==> config.mk <==
export PLATFORM = sky130hd
export DESIGN_NAME = touch_report_filter
export DESIGN_NICKNAME = d
export VERILOG_FILES = /design/src/sv/trf_pkg.sv /design/src/sv/trf_lane.sv /design/src/sv/trf_merge.sv /design/src/sv/touch_report_filter.sv
export SDC_FILE = /design/constraint.sdc
export NUM_CORES = 1
export LEC_CHECK = 0
export BUFFER_PORTS_ARGS = -buffer_cell sky130_fd_sc_hd__buf_2
export CORE_MARGIN = 8
export CORE_UTILIZATION = 58
export CTS_CLUSTER_SIZE = 40
export DETAILED_ROUTE_END_ITERATION = 16
export GPL_TIMING_DRIVEN = 1
export PLACE_DENSITY = 0.78
export SLEW_MARGIN = 30
export SYNTH_ARGS = -nofsm -noshare
export SYNTH_HDL_FRONTEND = slang
export SYNTH_HIERARCHICAL = 1
export SYNTH_SLANG_ARGS = --single-unit
==> constraint.sdc <==
create_clock -name clk -period 10.5 [get_ports clk]
set_input_delay 0.525 -clock clk [delete_from_list [all_inputs] [get_ports clk]]
set_output_delay 0.525 -clock clk [all_outputs]
set_load 0.005 [all_outputs]
==> src/sv/trf_pkg.sv <==
// touch report filter package: slot count, flag codes, point and lane control types
// no dependencies
package trf_pkg;

	localparam int SLOTS       = 5;
	localparam int BACKUP_SLOT = 4;
	localparam int IDX_W       = 3;
	localparam int COORD_W     = 16;

	localparam logic [7:0] FLAG_PRESSED  = 8'h80;
	localparam logic [7:0] FLAG_CAPTURED = 8'h40;
	localparam logic [7:0] KEEP_NO_PRESS = 8'h7F;
	localparam logic [7:0] KEEP_HIGH     = 8'hE0;
	localparam logic [7:0] MODE_RELEASE  = 8'h80;
	localparam logic [7:0] MODE_MASK     = 8'h8F;
	localparam logic [7:0] STATUS_READY  = 8'h80;
	localparam logic [3:0] CLEAR_LIMIT   = 4'd6;
	localparam logic [7:0] SAMPLE_PERIOD = 8'd10;
	localparam logic [7:0] TICK_LIMIT    = 8'd240;
	localparam logic [7:0] TICK_REWIND   = 8'd10;
	localparam logic [COORD_W-1:0] NO_COORD = 16'hFFFF;

	localparam int REG_SCREEN_WIDTH  = 0;
	localparam int REG_SCREEN_HEIGHT = 1;
	localparam logic [15:0] WIDTH_RESET  = 16'd800;
	localparam logic [15:0] HEIGHT_RESET = 16'd480;

	typedef struct packed {
		logic [COORD_W-1:0] x;
		logic [COORD_W-1:0] y;
	} point_t;

	typedef struct packed {
		logic load;
		logic backup;
	} lane_ctrl_t;

	// remainder of an 8-bit value by ten, via reciprocal multiply (exact for every 8-bit input)
	function automatic logic [3:0] rem10(input logic [7:0] t);
		logic [15:0] prod;
		logic [4:0]  q;
		logic [7:0]  qt;
		prod = {8'd0, t} * 16'd205;
		q    = prod[15:11];
		qt   = {3'd0, q} * SAMPLE_PERIOD;
		return 4'(t - qt);
	endfunction

endpackage

==> src/sv/trf_lane.sv <==
// one point slot lane: picks the slot's next coordinates on a request
// depends on trf_pkg
module trf_lane (
	input  trf_pkg::lane_ctrl_t ctrl,
	input  trf_pkg::point_t     point_in,
	input  trf_pkg::point_t     cur,
	input  trf_pkg::point_t     backup_src,
	output trf_pkg::point_t     next
);
	import trf_pkg::*;

	always_comb begin
		if (ctrl.load) begin
			next = point_in;
		end else if (ctrl.backup) begin
			next = backup_src;
		end else begin
			next = cur;
		end
	end

endmodule

==> src/sv/trf_merge.sv <==
// sampling, status decode and merge of the lane results into tick, flags and slot 0
// depends on trf_pkg
module trf_merge #(
	parameter int MAX_POINTS = 5
) (
	input  logic                                       accept,
	input  logic [7:0]                                 status_byte,
	input  logic [7:0]                                 caller_mode,
	input  logic [7:0]                                 tick_q,
	input  logic [7:0]                                 flags_q,
	input  logic [15:0]                                screen_width,
	input  logic [15:0]                                screen_height,
	input  trf_pkg::point_t                            stored0,
	input  trf_pkg::point_t [trf_pkg::SLOTS-1:0]       lane_res,
	output trf_pkg::lane_ctrl_t [trf_pkg::SLOTS-1:0]   lane_ctrl,
	output logic [7:0]                                 tick_next,
	output logic [7:0]                                 flags_next,
	output trf_pkg::point_t                            slot0_next,
	output logic                                       seen,
	output logic                                       clr
);
	import trf_pkg::*;

	logic [7:0] tick_inc;
	logic       sampled;
	logic [3:0] count;
	logic       taken;
	logic [SLOTS-1:0] mask;
	logic       off_screen;
	logic       restore;
	logic [7:0] mode_eff;
	logic [7:0] flags_load;
	logic [7:0] tick_tmp;
	point_t     slot0_load;

	always_comb begin
		tick_inc = tick_q + 8'd1;
		sampled  = (tick_inc < SAMPLE_PERIOD) || (rem10(tick_inc) == 4'd0);
		count    = status_byte[3:0];
		taken    = sampled && (count >= 4'd1) && (count <= 4'(MAX_POINTS));
		seen     = taken;
		clr      = sampled && ((status_byte & STATUS_READY) != 8'd0) && (count < CLEAR_LIMIT);

		for (int k = 0; k < SLOTS; k++) begin
			mask[k] = (4'(k) < count) && (k < MAX_POINTS);
			lane_ctrl[k].load   = accept && taken && mask[k];
			lane_ctrl[k].backup = accept && taken && (k == BACKUP_SLOT);
		end

		// slot 0 after the load, before the off-screen check
		off_screen = (lane_res[0].x > screen_width) || (lane_res[0].y > screen_height);
		restore    = taken && off_screen && (count == 4'd1);

		if (taken && !restore) begin
			flags_load = FLAG_PRESSED | FLAG_CAPTURED | {3'd0, mask};
		end else begin
			flags_load = flags_q;
		end

		if (taken && off_screen) begin
			slot0_load = restore ? stored0 : lane_res[1];
		end else begin
			slot0_load = lane_res[0];
		end

		if (restore) begin
			mode_eff = MODE_RELEASE;
		end else if (sampled) begin
			mode_eff = status_byte;
		end else begin
			mode_eff = caller_mode;
		end

		flags_next = flags_load;
		slot0_next = slot0_load;
		if ((mode_eff & MODE_MASK) == MODE_RELEASE) begin
			if ((flags_load & FLAG_PRESSED) != 8'd0) begin
				flags_next = flags_load & KEEP_NO_PRESS;
			end else begin
				flags_next   = flags_load & KEEP_HIGH;
				slot0_next.x = NO_COORD;
				slot0_next.y = NO_COORD;
			end
		end

		tick_tmp  = (taken && !restore) ? 8'd0 : tick_inc;
		tick_next = (tick_tmp > TICK_LIMIT) ? TICK_REWIND : tick_tmp;
	end

endmodule

==> src/sv/touch_report_filter.sv <==
// touch report filter top level: config registers, state, lanes, merge and result sequencer
// depends on trf_pkg, trf_lane, trf_merge
//
// channel   signals                         moves
// in        in_valid / in_ready             one poll tick request with status, mode, 5 points
// out       out_valid / out_ready           one slot result, five per tick, last on slot 4
// cfg       psel penable pwrite paddr ...   screen_width at 0x0, screen_height at 0x4
//
// each tick updates the state in the cycle it is taken and then gives five results,
// one a cycle while out_ready is high, read straight from the slot registers; the
// sustained tick rate is set by the single result port
// a new request is taken in the same cycle the last result of the previous one goes out
// out_ready low holds the current result; reset clears state and config to defaults
module touch_report_filter #(
	parameter int MAX_POINTS = 5
) (
	input  logic        clk,
	input  logic        arst_n,
	input  logic        psel,
	input  logic        penable,
	input  logic        pwrite,
	input  logic [2:0]  paddr,
	input  logic [31:0] pwdata,
	output logic [31:0] prdata,
	output logic        pready,
	input  logic        in_valid,
	output logic        in_ready,
	input  logic [7:0]  status_byte,
	input  logic [7:0]  caller_mode,
	input  logic [15:0] point0_x,
	input  logic [15:0] point0_y,
	input  logic [15:0] point1_x,
	input  logic [15:0] point1_y,
	input  logic [15:0] point2_x,
	input  logic [15:0] point2_y,
	input  logic [15:0] point3_x,
	input  logic [15:0] point3_y,
	input  logic [15:0] point4_x,
	input  logic [15:0] point4_y,
	output logic        out_valid,
	input  logic        out_ready,
	output logic [2:0]  point_index,
	output logic [15:0] coord_x,
	output logic [15:0] coord_y,
	output logic [7:0]  touch_flags,
	output logic        touch_seen,
	output logic        clear_status,
	output logic        last
);
	import trf_pkg::*;

	logic [15:0] width_q, height_q;
	logic [7:0]  tick_q, flags_q;
	point_t [SLOTS-1:0] stored_q;
	logic [IDX_W-1:0] idx_q;
	logic        busy_q, seen_q, clr_q;

	point_t [SLOTS-1:0]     pts;
	point_t [SLOTS-1:0]     lane_res;
	lane_ctrl_t [SLOTS-1:0] lane_ctrl;
	logic [7:0]  tick_next, flags_next;
	point_t      slot0_next;
	logic        seen_next, clr_next;
	logic        accept, out_fire, out_done, cfg_wr;

	assign pready   = 1'b1;
	assign cfg_wr   = psel && penable && pwrite;
	assign prdata   = (paddr[2] == 1'(REG_SCREEN_HEIGHT)) ? {16'd0, height_q} : {16'd0, width_q};

	always_ff @(posedge clk or negedge arst_n) begin
		if (!arst_n) begin
			width_q  <= WIDTH_RESET;
			height_q <= HEIGHT_RESET;
		end else if (cfg_wr) begin
			if (paddr[2] == 1'(REG_SCREEN_HEIGHT)) begin
				height_q <= pwdata[15:0];
			end else begin
				width_q <= pwdata[15:0];
			end
		end
	end

	assign pts[0] = '{x: point0_x, y: point0_y};
	assign pts[1] = '{x: point1_x, y: point1_y};
	assign pts[2] = '{x: point2_x, y: point2_y};
	assign pts[3] = '{x: point3_x, y: point3_y};
	assign pts[4] = '{x: point4_x, y: point4_y};

	assign out_fire = out_valid && out_ready;
	assign out_done = out_fire && last;
	assign in_ready = !busy_q || out_done;
	assign accept   = in_valid && in_ready;

	for (genvar k = 0; k < SLOTS; k++) begin : g_lane
		trf_lane u_lane (
			.ctrl       (lane_ctrl[k]),
			.point_in   (pts[k]),
			.cur        (stored_q[k]),
			.backup_src (stored_q[0]),
			.next       (lane_res[k])
		);
	end

	trf_merge #(
		.MAX_POINTS (MAX_POINTS)
	) u_merge (
		.accept        (accept),
		.status_byte   (status_byte),
		.caller_mode   (caller_mode),
		.tick_q        (tick_q),
		.flags_q       (flags_q),
		.screen_width  (width_q),
		.screen_height (height_q),
		.stored0       (stored_q[0]),
		.lane_res      (lane_res),
		.lane_ctrl     (lane_ctrl),
		.tick_next     (tick_next),
		.flags_next    (flags_next),
		.slot0_next    (slot0_next),
		.seen          (seen_next),
		.clr           (clr_next)
	);

	always_ff @(posedge clk or negedge arst_n) begin
		if (!arst_n) begin
			tick_q   <= '0;
			flags_q  <= '0;
			stored_q <= '0;
			seen_q   <= 1'b0;
			clr_q    <= 1'b0;
		end else if (accept) begin
			tick_q   <= tick_next;
			flags_q  <= flags_next;
			seen_q   <= seen_next;
			clr_q    <= clr_next;
			stored_q[0] <= slot0_next;
			for (int k = 1; k < SLOTS; k++) begin
				stored_q[k] <= lane_res[k];
			end
		end
	end

	// result sequencer walks the slots of the last taken tick
	always_ff @(posedge clk or negedge arst_n) begin
		if (!arst_n) begin
			busy_q <= 1'b0;
			idx_q  <= '0;
		end else if (accept) begin
			busy_q <= 1'b1;
			idx_q  <= '0;
		end else if (out_done) begin
			busy_q <= 1'b0;
		end else if (out_fire) begin
			idx_q <= idx_q + 1'b1;
		end
	end

	assign out_valid    = busy_q;
	assign point_index  = idx_q;
	assign coord_x      = stored_q[idx_q].x;
	assign coord_y      = stored_q[idx_q].y;
	assign touch_flags  = flags_q;
	assign touch_seen   = seen_q;
	assign clear_status = clr_q;
	assign last         = (idx_q == IDX_W'(SLOTS - 1));

	a_take_only_when_free: assert property (@(posedge clk) disable iff (!arst_n)
		(in_valid && in_ready) |-> (!out_valid || (out_ready && last)))
		else $error("request taken while results still pending");

	a_start_at_slot0: assert property (@(posedge clk) disable iff (!arst_n)
		(in_valid && in_ready) |=> (out_valid && point_index == '0))
		else $error("results of a new request do not start at slot 0");

	a_state_held: assert property (@(posedge clk) disable iff (!arst_n)
		(out_valid && !(in_valid && in_ready)) |=> ($stable(touch_flags) && $stable(touch_seen)))
		else $error("tick state changed while results were pending");

endmodule

After elaboration in Yosys (flattened, before gate mapping). Index checks and enable logic that the tools add are counted.

Eq/ne operators: 4. $mul: 2. Bitwise operators: 1. $lt $le $gt $ge: 13. Reductions and logical operators: 33. $add $sub $neg: 3. Muxes and demuxes: 23.

Operators by type and width (count): 2-to-1 mux 32 bit (9); binary-select mux 32 bit (select 3 bit) (1); 2-to-1 mux 8 bit (6); greater-than comparator 16 bit (2); logical AND 1 bit (18); multiplier 8 x 8 -> 16 bit, second input constant (1); 2-to-1 mux 16 bit (1); AND reduction 2 bit (6); 2-to-1 mux 3 bit (3); adder 8 x 1 -> 8 bit, second input constant (1); greater-than comparator 8 bit, second input constant (1); < comparator 1 x 4 -> 1 bit, first input constant (2); < comparator 2 x 4 -> 1 bit, first input constant (2); < comparator 8 x 4 -> 1 bit, second input constant (1); nonzero test 2 bit (3); == test 5 bit, second input constant (1); multiplier 5 x 3 -> 3 bit, second input constant (1); 2-to-1 mux 5 bit (1); == test 4 x 1 -> 1 bit, second input constant (1); >= comparator 4 x 1 -> 1 bit, second input constant (1); <= comparator 4 x 3 -> 1 bit, second input constant (1); logical NOT 4 bit (1); < comparator 3 x 4 -> 1 bit, first input constant (1); < comparator 3 x 4 -> 1 bit, second input constant (1); 9 further kinds (13).

Input bits: 218. Output and inout port bits: 81. Register bits: 214. Logic and storage cells: 97.

Logic depth before layout (Yosys ltp). Gate-level depths: netlist of run 1.

Word-level depth: 20. Depth in mapped cells: 45. Mapped depth without buffers: 41.

Cells and area by module. The synthesis of run 1 kept the hierarchy.

By module, submodules not included: touch_report_filter (seq. area each 5363.9 um^2, times used 1, area an instance 9784.4 um^2, cells each 696); trf_lane (seq. area each 0.0 um^2, times used 5, area an instance 714.4 um^2, cells each 107); trf_merge (seq. area each 0.0 um^2, times used 1, area an instance 3365.7 um^2, cells each 433).

Worst setup path before layout of run 1. No wires, ideal clock.

Path kind: flip-flop to flip-flop. From: register tick_q[1]. To: register stored_q[10] (netlist name). Setup time: 0.128 ns. Path slack: 1.424 ns. Clock period less this slack: 9.076 ns. Data required time: 10.372 ns. Arrival time: 8.948 ns. Buffers on the path: 4. Cell stages (with the launch flop): 43. Cell sequence: dfrtp_1 ha_1 nand3_1 xor2_1 inv_1 ha_1 ha_1 fa_1 inv_1 fa_1 inv_1 ha_1 nand4_1 o22a_1 a31oi_1 a31oi_1 ha_1 fa_1 [7 not listed] nand2_1 inv_1 buf_2 buf_2 o21ai_1 ha_1 a21o_1 a21o_1 a21oi_1 o22ai_1 a2111oi_0 o22ai_1 a211oi_4 or3_1 buf_6 buf_6 o211ai_2 mux2_1.

RTL lines: start: declaration (line touch_report_filter.sv:53) `logic [7:0] tick_q, flags_q;`; start signal: assignment (line touch_report_filter.sv:132) `tick_q <= tick_next;`; end signal: indexed assignment (line touch_report_filter.sv:138) `stored_q[k] <= lane_res[k];`; end: declaration (line touch_report_filter.sv:54) `point_t [SLOTS-1:0] stored_q;`.

==> impl_results.md, run 1 <==
* Detail Route Antenna Nets at 0
* Critical path's slowest cell: dfrtp_2
* R2r startpoint: tick_q[0]
* Worst path most repeated cell: ha_1
* Setup TNS at 0 ns
* Post-synth ARST share at 100%
* Slew margin rel. at a little over a third
* Failing checks: hold timing
* Max Cap Viol at 0
* Max stage delay on crit path at about 0.48 ns
* Width of the chip at between 150 and 200 um
* Critical path arrival at between 10 and 15 ns
* Layout fillers at approximately 2300
* Number of flops mapped to enable cells by yosys at 0
* Diode count at 0
* Core area at 0.0285 mm2
* Top Ports at 299
* CTS tree: built
* Synth Register Bits at about 210
* Antenna violations before repair at 2
* Starting Density at between 50 and 60%
* Hold/Removal Path Class: in -> async
* P_leak at around 9 nW
* Drt first-iter violations at 1150
* Clock insertion delay at the later pin of the skew report at 0.54 ns
* Die Y at 186 um
* Post-synth top area share at between 30% and 40%
* Data required, critical path at 10.91 ns
* Largest cells by area after synthesis: dfrtp_1 (31%), mux2i_1 (16%), mux2_2 (8.5%)
* Synth-to-Final Area Change at 11.8%
* Syn Area/Cell at around 10 um2
* Layout cells sized above 1 at 28.0%
* Fraction of the yosys area taken by sequential cells at about a third
* Full die area at ~0.035 mm2
* Worst setup margin at approximately 0.66 ns
* Largest area contributor in the netlist: dfrtp_1
* DR vias at ~13000
* Clk sinks at between 200 and 250
* First-pass iteration count of the detailed router at 8
* Worst hold margin at -0.0110 ns
* YS warnings at 6
* GPL Wtd Cong at around 0.90
* Slew Viols, Final at 0
* Slew @ Worst Pin at between 0.9 and 1 ns
* R2R cell count at just over 40
* Nets at approximately 2200
* Gr ovfl total at 0
* Worst-path clk slew at ~0.060 ns
* DR vias/cell at a little under 6
* PwrDens at approximately 320 mW/mm2
* WS Path Type: reg -> reg
* Clock Skew at ~0.013 ns
* Vias in the first global route at around 14000
* CP Capture Type: flop
* CTS Buf Count at 25
* Crit-path max FO at 32
* Largest net degree at the start of global routing at between 80 and 90
* Clk buf depth at 3
* Status: finished with violations
* Final Hold Vio Count at 4
* I/O Buffers at 257
* Cells after Synth at approximately 1700
* Final setup violation count at 0
* Worst R2R Setup Slack at about 0.66 ns
* RSZ-0062 raised after global routing: false
* Worst R2R End: stored_q[3]
* # rows at slightly above 60
* Most common cell after layout, fill and taps aside: mux2i_1
* Crit path launch type: flop
* DP Wirelength at between 30000 and 40000 um
* # H-tree levels at 1
* Final worst path period share at between 90 and 100%
* Clock root buffer: clkbuf_16
* # DRC at 0
* Final min period at ~10 ns
* Total track usage at a little over a quarter
* Max IR drop VDD at approximately 0.0003 V
* Netlist cell types at 61
* Pre-CTS WS at ~0.43 ns
* Wire length per cell at 20.4 um
* Most frequent cells in the layout: mux2i_1 (259), buf_2 (256), nand2_1 (211)
* Final wirelength at approximately 46000 um
* F_max at slightly above 100 MHz
* Top FF cell, synth: dfrtp_1
* First-pass GRT wire length at 72500 um
* Syn Std Cell Area at approximately 0.017 mm2
[repair_timing]
| action | 4_1_cts | 5_1_grt |
|---|---|---|
| endpoints found under the setup margin | 0 | 48 |
| setup buffers | 0 | 0 |
| hold buffers | 0 | 0 |
| resized for setup | 0 | 6 |
[Yosys cell counts (3+ instances only)]
cell / instances
mux2i_1: 259
nand2_1: 211
dfrtp_1: 207
o21ai_1: 140
mux2_2: 126
mux2_1: 100
inv_1: 75
ha_1: 74
buf_2: 60
o21ai_0: 54
o21a_1: 36
buf_4: 32
o2bb2ai_1: 31
o211ai_2: 30
nor2_1: 24
clkbuf_1: 20
a21oi_1: 18
buf_12: 15
a21o_1: 12
fa_1: 11
nand4_1: 10
o21ai_2: 10
buf_6: 9
nand3_1: 8
xnor2_1: 8
dfstp_2: 7
nor2b_1: 6
xor2_1: 6
a211oi_1: 5
buf_1: 5
nor3_1: 5
nand2b_1: 4
o22ai_1: 4
or2_2: 4
and3_1: 3
conb_1: 3
[area by class of cell]
type | count | area, um2 | share of cell area (%)
clock buffers | 32 | 702 | 3.75
clock inverters | 13 | 140 | 0.749
inverters | 75 | 287 | 1.53
multi-input cells | 1251 | 10200 | 54.3
flip-flops and latches | 214 | 5370 | 28.7
well taps | 384 | 480 | 2.57
repair buffers | 286 | 1570 | 8.40
[registers in the layout, summed over array words and instances, names as in the netlist]
signal and flops:
height_q 16, tick_q 8, point_index 3, touch_flags 8, touch_seen 1, width_q 16, stored_q 160, clear_status 1
out_valid 1
[worst max path at each step]
stage                         start              to  slack (ns)
after global placement    tick_q[0]     stored_q[0]        0.59
after CTS                 tick_q[0]     stored_q[3]        0.38
final                     tick_q[0]     stored_q[3]        0.66
after global routing      tick_q[2]  touch_flags[3]        0.03
after detailed placement  tick_q[0]     stored_q[3]        0.43
after floorplan           tick_q[1]    stored_q[10]        1.42
[stage by stage]
| stage | cells | instance area [um2] | total power (W) | utilization (%) | hold slack, ns |
|---|---|---|---|---|---|
| 4_1_cts | 2253 | 18600 | 0.00605 | 65.3 | 0.00338 |
| 3_3_place_gp | 2208 | 17800 | 0.00496 | 62.3 | 0.488 |
| 5_1_grt | 2255 | 18700 | 0.00659 | 65.5 | 0.0326 |
| 6_report | 2255 | 18700 | 0.00603 | 65.5 | -0.0110 |
| 2_1_floorplan | 1682 | 16800 | 0.00417 | - | 0.229 |
| 3_5_place_dp | 2208 | 17800 | 0.00512 | 62.4 | 0.495 |
[per-layer routing]
layer  track usage, %  vias up  wire length, um
li1                 -     6283                -
met1             35.7     6501            19800
met2             40.6      497            20800
met3             5.13       99             3640
met4             9.27        4             1620
met5                0        -               23
[power by group]
part	switching, W	leakage [nW]	internal (W)
Sequential	0.000414	2.79	0.00113
Combinational	0.00191	5.78	0.00168
Clock	0.000366	0.421	0.000525
[cell families (layout without fill, tap and decap cells)]
kind of cell,count (synthesis),count (layout),synth area share [%]
multiplexers,485,485,30.7
AO/OA/AOI/OAI,357,357,14.2
AND/OR/NAND/NOR,287,287,7.18
buffers and inverters,217,406,7.91
flip-flops,214,214,32.1
adder cells (fa/ha/maj),85,85,6.85
XOR/XNOR,16,16,0.965
other,3,21,0.0673
[worst max-delay path, delay by kind of cell, from the launching register on]
| family | cells | cell delay, ns |
|---|---|---|
| AOI/OAI and AO/OA | 11 | 2.26 |
| muxes | 1 | 0.31 |
| and+or+nand+nor | 8 | 1.13 |
| xor gates and xnor gates | 6 | 1.34 |
| buffers and inverters | 6 | 0.98 |
| DFF | 1 | 0.48 |
| adders and majority gates | 9 | 3.17 |
Note: power is estimated with default switching activity, not from simulation.
==> run 2, diff against run 1 <==
- BUFFER_PORTS_ARGS: -buffer_cell sky130_fd_sc_hd__buf_2 -> -buffer_cell sky130_fd_sc_hd__buf_4
- CTS_CLUSTER_DIAMETER: default -> 100
==> run 2 against run 1 <==
Against the previous run:
- the run still ends with hold timing left
- power fell by 4.3%
- clock skew is 0.039 ns higher
- die area did not move
- first-iteration DRC count increased by 8.5%
- via count fell by 2.3%
==> impl_results.md, run 2 (same netlist as run 1, synthesis figures left out) <==
* Antenna violations before repair at 0 (-2)
* P_leak at 8.92 nW (-0.75%)
* Final Hold Vio Count at 21 (+17)
* Layout cells sized above 1 at 26.8% (-1.2 points)
* Slew margin rel. at 36.4% (+0.84 points)
* Final min period at 9.93 ns (+0.0898 ns)
* Most frequent cells in the layout: buf_4 (272), mux2i_1 (259), nand2_1 (211)
* Clock Skew at 0.0520 ns (+0.0386 ns)
* Die Y at 186 um (unchanged)
* # rows at 62 (unchanged)
* Gr ovfl total at 0 (unchanged)
* Status: finished with violations
* Synth-to-Final Area Change at 12.7%
* Worst path most repeated cell: ha_1
* Core area at 0.0285 mm2 (unchanged)
* Pre-CTS WS at 0.425 ns (-0.000577 ns)
* Final worst path period share at 94.5% (+0.85 points)
* Worst setup margin at 0.574 ns (-0.0898 ns)
* CTS Buf Count at 11 (-56%)
* Max IR drop VDD at 0.000442 V (+46%)
* Most common cell after layout, fill and taps aside: buf_4
* WS Path Type: reg -> reg
* Largest net degree at the start of global routing at 180 (+110%)
* Routed wl met3 at 3400 um (-6.6%)
* Max stage delay on crit path at 0.49 ns (about the same)
* Top reg by flops: stored_q
* Width of the chip at 186 um (unchanged)
* Number of instances in the placed design at 2203 (-0.23%)
* Max FFs per register at 160 (unchanged)
* Setup TNS at 0 ns (unchanged)
* Clock Power Share at 8.9% (-5.9 points)
* DR vias at 13100 (-2.3%)
* Clock insertion delay at the later pin of the skew report at 0.50 ns (-0.04 ns)
* Internal power at 0.00311 W (-6.8%)
* Final setup violation count at 0 (unchanged)
* Worst-path clk slew at 0.15 ns (+0.09 ns)
* Regs by FF count: stored_q (160), height_q (16), width_q (16)
* Clk buf depth at 3 (unchanged)
* Proportion of power drawn by combinational gates at 65.1% (+5.5 points)
* Full die area at 0.0345 mm2 (unchanged)
* I/O Buffers at 257 (unchanged)
* Diode count at 0 (unchanged)
* Detail Route Antenna Nets at 0 (unchanged)
* DR vias/cell at 5.89 (-0.76%)
* Critical path arrival at 10.27 ns (+0.02 ns)
* Highest Signal Layer: met4
* # H-tree levels at 1 (unchanged)
* Failing checks: hold timing
* Wire length per cell at 20.4 um (+0.13%)
* Fin cells at 2221 (-1.5%)
* Clk sinks at 214 (unchanged)
* PwrDens at 306 mW/mm2 (-5.1%)
* Worst hold margin at -0.0220 ns (-0.0110 ns)
* Register share of total power at 25.9% (+0.2 points)
* Crit path launch type: flop
* Starting Density at 58.6% (unchanged)
* Final wirelength at 45300 um (-1.4%)
* RSZ-0062 raised after global routing: false
* Postcts setup bufs at 0 (unchanged)
* Slew Viols, Final at 0 (unchanged)
* Core Util, Final at 66.0% (+0.52 points)
* Sw frac at 46.0% (+1.4 points)
* Hold/Removal Path Class: in -> async
* Met1 Wirelength at 20400 um (+3.1%)
* First-pass GRT wire length at 71300 um (-1.6%)
* Top Ports at 299 (unchanged)
* Slew @ Worst Pin at 0.954 ns (-0.0105 ns)
* Clock root buffer: clkbuf_16
* Drt first-iter violations at 1248 (+8.5%)
* Routed wl met2 at 20000 um (-3.7%)
* CP Capture Type: flop
* DP Wirelength at 33200 um (-1.1%)
* Total track usage at 25.6% (-0.44 points)
* # DRC at 0 (unchanged)
* Data required, critical path at 10.85 ns (-0.06 ns)
* Vias in the first global route at 13200 (-2.7%)
* Max Cap Viol at 0 (unchanged)
* CTS tree: built
* Psw at 0.00266 W (-1.3%)
* GPL Wtd Cong at 0.892 (-0.93%)
* F_max at 101 MHz (-0.90%)
* Nets at 2136 (-0.93%)
* Crit-path max FO at 37 (+16%)
* First-pass iteration count of the detailed router at 5 (-3)
* Critical path's slowest cell: dfrtp_2
[run 2: changes by cell type in the layout (fill, tap and decap cells not counted), moves of 5 or more]
| cell | delta |
|---|---|
| buf_4 | +249 |
| clkbuf_16 | -14 |
| clkinv_2 | -7 |
| clkbuf_8 | -5 |
| buf_2 | -256 |
[run 2: area by class of cell]
cell class              count  area (um2)
inverters                  75         282
clock buffers              11         275
clock inverters             6        87.6
multi-input cells        1251       10200
well taps                 384         480
repair buffers            280        2190
flip-flops and latches    214        5370
fillers                  2313        9700
[run 2: per-layer routing]
layer	GRT usage, %	vias up
li1	-	6221
met3	4.84	69
met1	36.1	6350
met5	0	-
met2	39.5	442
met4	7.91	0
[run 2: power groups by stage]
stage	registers, W	clock network (W)	logic, W
6_report	0.00149	0.000516	0.00376
5_1_grt	0.00154	0.000554	0.00420
4_1_cts	0.00148	0.000527	0.00376
3_5_place_dp	0.00149	0	0.00373
3_3_place_gp	0.00146	0	0.00361
2_1_floorplan	0.00136	0	0.00281
[run 2: repair_timing]
| item | 4_1_cts | 5_1_grt |
|---|---|---|
| gates resized for setup | 0 | 6 |
| hold buffers | 0 | 0 |
| setup endpoints to repair | 0 | 37 |
| endpoints found under the hold margin | 0 | 0 |
[run 2: path summary, 6_finish.rpt]
| kind | from | end | slack [ns] | depth (start not counted) |
|---|---|---|---|---|
| worst max-delay path | tick_q[0] | stored_q[3] | 0.57 | 41 |
| worst min-delay path | arst_n | stored_q[152] | -0.02 | 1 |
| worst max register to register | tick_q[0] | stored_q[3] | 0.57 | 41 |
| worst min register to register | stored_q[72] | stored_q[72] | 0.53 | 1 |
| max in group asynchronous | arst_n | stored_q[43] | 9.22 | 2 |
| min in group clk | pwdata[15] | height_q[15] | 0.28 | 2 |
[run 2: through the flow]
stage                     power, W  cell area [um2]  hold WS (ns)
final                      0.00577            18800       -0.0220
after CTS                  0.00576            18800       0.00233
after global placement     0.00507            18400         0.491
after detailed placement   0.00522            18400         0.498
after floorplan            0.00417            16800         0.229
after global routing       0.00630            18800        0.0218
[run 2: critical path, delay by kind of cell (launching register included)]
kind	cells	cell delay, ns
mux	1	0.33
flops	1	0.49
buf+inv	6	0.90
compound gates	13	2.61
simple gates	6	0.89
fa+ha+maj	9	3.12
xor+xnor	6	1.46
==> run 3, diff against run 2 <==
- ABC_AREA: default -> 1
- CORE_UTILIZATION: 58 -> 59
- PLACE_DENSITY: 0.78 -> 0.79
- clock period: 10.5 -> 10.95 ns (I/O delays scaled with it)
==> run 3 against run 2 <==
Against the previous run:
- the run now ends clean
- final cell count grew 63%
- sequential power grew 3%
- critical path type unchanged
- global-route usage grew 5.3 points
- critical path depth grew 11
- worst hold slack gained 0.13 ns
==> impl_results.md, run 3 <==
* Syn Std Cell Area at 0.0184 mm2 (+9.8%)
* Worst path most repeated cell: nand2_1
* Post-synth top area share at 33.4% (+2.4 points)
* Worst R2R End: touch_flags[2]
* WS Path Type: reg -> reg
* Total track usage at 31.0% (+5.3 points)
* Data required, critical path at 11.36 ns (+0.51 ns)
* Worst-path clk slew at 0.12 ns (-0.03 ns)
* Regs by FF count: stored_q (160), height_q (16), width_q (16)
* Final worst path period share at 86.7% (-7.8 points)
* R2r startpoint: tick_q[0]
* Wire length per cell at 16.2 um (-21%)
* Clock insertion delay at the later pin of the skew report at 0.52 ns (+0.02 ns)
* Width of the chip at 192 um (+3.5%)
* Final min period at 9.49 ns (-0.432 ns)
* Drt first-iter violations at 2035 (+63%)
* Detail Route Antenna Nets at 0 (unchanged)
* Die Y at 192 um (+3.5%)
* F_max at 105 MHz (+4.6%)
* CTS tree: built
* DR vias at 19500 (+49%)
* Multi-input logic area at 0.00998 mm2 (-1.8%)
* Top FF cell, synth: dfrtp_1
* Status: completed
* Most common cell after layout, fill and taps aside: nand2_1
* Vias in the first global route at 18200 (+38%)
* Most frequent cells in the layout: nand2_1 (1632), inv_1 (460), nand3_1 (307)
* Top Ports at 299 (unchanged)
* Register area at 0.00537 mm2 (about the same)
* Starting Density at 60.0% (+1.4 points)
* Clock root buffer: clkbuf_16
* # DRC at 0 (unchanged)
* DP Wirelength at 41500 um (+25%)
* # rows at 64 (+3.2%)
* Synth-to-Final Area Change at 10.1%
* PwrDens at 231 mW/mm2 (-24%)
* Layout fillers at 2921 (+26%)
* DR vias/cell at 5.38 (-8.7%)
* GPL Wtd Cong at 0.895 (+0.35%)
* Slew @ Worst Pin at 0.970 ns (+0.0158 ns)
* Largest net degree at the start of global routing at 88 (-51%)
* Max Cap Viol at 0 (unchanged)
* Netlist cell types at 49 (-20%)
* Setup TNS at 0 ns (unchanged)
* Layout cells sized above 1 at 10.8% (-16 points)
* Clock Skew at 0.0310 ns (-0.0210 ns)
* Worst R2R Setup Slack at 1.46 ns (+0.88 ns)
* # H-tree levels at 1 (unchanged)
* Syn Area/Cell at 5.94 um2 (-41%)
* P_leak at 12.4 nW (+39%)
* First-pass iteration count of the detailed router at 5 (unchanged)
* Hold-fix buffers at CTS at 0 (unchanged)
* Cell with the most instances after synthesis: nand2_1
* Top cells by count, synth: nand2_1 (1633), inv_1 (464), nand3_1 (307)
* Full die area at 0.0370 mm2 (+7.2%)
* RSZ-0062 raised after global routing: false
* CTS Buf Count at 13 (+2)
* Antenna violations before repair at 2 (+2)
* Clk sinks at 214 (unchanged)
* Resized cells post-CTS at 0 (unchanged)
* Final Hold Vio Count at 0 (-100%)
* Clk buf depth at 3 (unchanged)
* Final setup violation count at 0 (unchanged)
* First-pass GRT wire length at 94000 um (+32%)
* Worst hold margin at 0.107 ns (+0.129 ns)
* YS warnings at 6 (unchanged)
* Crit path launch type: flop
* R2R cell count at 52 (+27%)
* Post-synth ARST share at 100% (unchanged)
* Critical path's slowest cell: o2111ai_1
* Top reg by flops: stored_q
* Gr ovfl total at 0 (unchanged)
* I/O Buffers at 257 (unchanged)
* Fraction of the yosys area taken by sequential cells at 29.2% (-2.9 points)
* Crit-path max FO at 36 (-2.7%)
* Max FFs per register at 160 (unchanged)
* Largest area contributor in the netlist: nand2_1
* Number of flops mapped to enable cells by yosys at 0 (unchanged)
* Hold/Removal Path Class: in -> async
* Critical path arrival at 9.90 ns (-0.37 ns)
* Postcts setup bufs at 0 (unchanged)
* Core area at 0.0306 mm2 (+7.2%)
* Largest cells by area after synthesis: nand2_1 (33%), dfrtp_1 (28%), inv_1 (9.5%)
* Slew margin rel. at 35.3% (-1.1 points)
* Final wirelength at 58700 um (+30%)
* Synth Register Bits at 214 (unchanged)
* Slew Viols, Final at 0 (unchanged)
* Cells after Synth at 3088 (+86%)
* Max IR drop VDD at 0.000116 V (-74%)
* Nets at 3518 (+65%)
* Max stage delay on crit path at 0.77 ns (+0.28 ns)
* CP Capture Type: flop
==> run 3: cell types whose count changed after synthesis, moves of 126 or more <==
cell,before,now
nand2_1,211,1633
inv_1,75,464
nand3_1,8,307
mux2i_1,259,0
o21ai_1,140,7
mux2_2,126,0
==> run 3: power breakdown <==
group	switching [W]	leakage, nW	internal, W
clock	0.000349	0.222	0.000245
combinational	0.00157	9.51	0.000981
sequential	0.000428	2.68	0.00111
total	0.00234	12.4	0.00233
==> run 3: cells by family (layout without fill, tap and decap cells) <==
logic type,after synthesis,in the layout,synth area share [%]
buffers and inverters,661,777,16.9
other,3,22,0.0613
adders and majority gates,85,85,6.24
and+or+nand+nor,2007,2007,43.9
DFF,214,214,29.2
AOI/OAI and AO/OA,111,111,3.29
xor gates and xnor gates,7,7,0.375
==> run 3: area by class of cell <==
| class | instances | share of cell area, % |
|---|---|---|
| Timing Repair Buffer | 276 | 10.3 |
| Multi-Input combinational cell | 2231 | 49.4 |
| Sequential cell | 214 | 26.5 |
| Clock buffer | 13 | 1.61 |
| Clock inverter | 9 | 0.693 |
| Tap cell | 396 | 2.45 |
| Inverter | 479 | 9.03 |
| Antenna cell | 1 | 0.0124 |
==> run 3: per-layer routing <==
layer | wire length [um] | global-route usage, % | part of all wire (%) | up-vias
met5 | 11 | 0 | 0.019 | -
li1 | - | - | - | 9428
met3 | 6350 | 4.61 | 11 | 130
met4 | 2390 | 12.7 | 4.1 | 2
met2 | 25700 | 47.2 | 44 | 1054
met1 | 24200 | 43.5 | 41 | 8850
==> run 3: stage by stage <==
stage / std cells / setup slack, ns / util (%) / area (um2) / total power (W)
CTS: 3618 / 1.58 / 66.1 / 20200 / 0.00462
detailed placement: 3596 / 1.62 / 64.6 / 19700 / 0.00401
global route: 3619 / 0.669 / 66.1 / 20200 / 0.00511
finish: 3619 / 1.46 / 66.1 / 20200 / 0.00467
floorplan: 3106 / 3.69 / - / 18400 / 0.00320
global placement: 3593 / 1.83 / 64.5 / 19700 / 0.00390
==> run 3: how the worst max path moves through the flow <==
| stage | from | end | slack, ns |
|---|---|---|---|
| 6_report | tick_q[0] | touch_flags[2] | 1.46 |
| 5_1_grt | tick_q[0] | touch_flags[4] | 0.67 |
| 4_1_cts | tick_q[0] | touch_flags[2] | 1.58 |
| 3_5_place_dp | tick_q[0] | touch_flags[2] | 1.62 |
| 3_3_place_gp | tick_q[0] | touch_flags[2] | 1.83 |
| 2_1_floorplan | tick_q[0] | stored_q[11] | 3.69 |
==> run 3: critical path, delay by kind of cell, from the launching register on <==
| family | cells | cell delay [ns] |
|---|---|---|
| XOR/XNOR | 1 | 0.37 |
| adder cells (fa/ha/maj) | 9 | 3.10 |
| buffers and inverters | 9 | 1.21 |
| AO/OA/AOI/OAI | 3 | 1.14 |
| flip-flops | 1 | 0.51 |
| AND/OR/NAND/NOR | 30 | 3.01 |
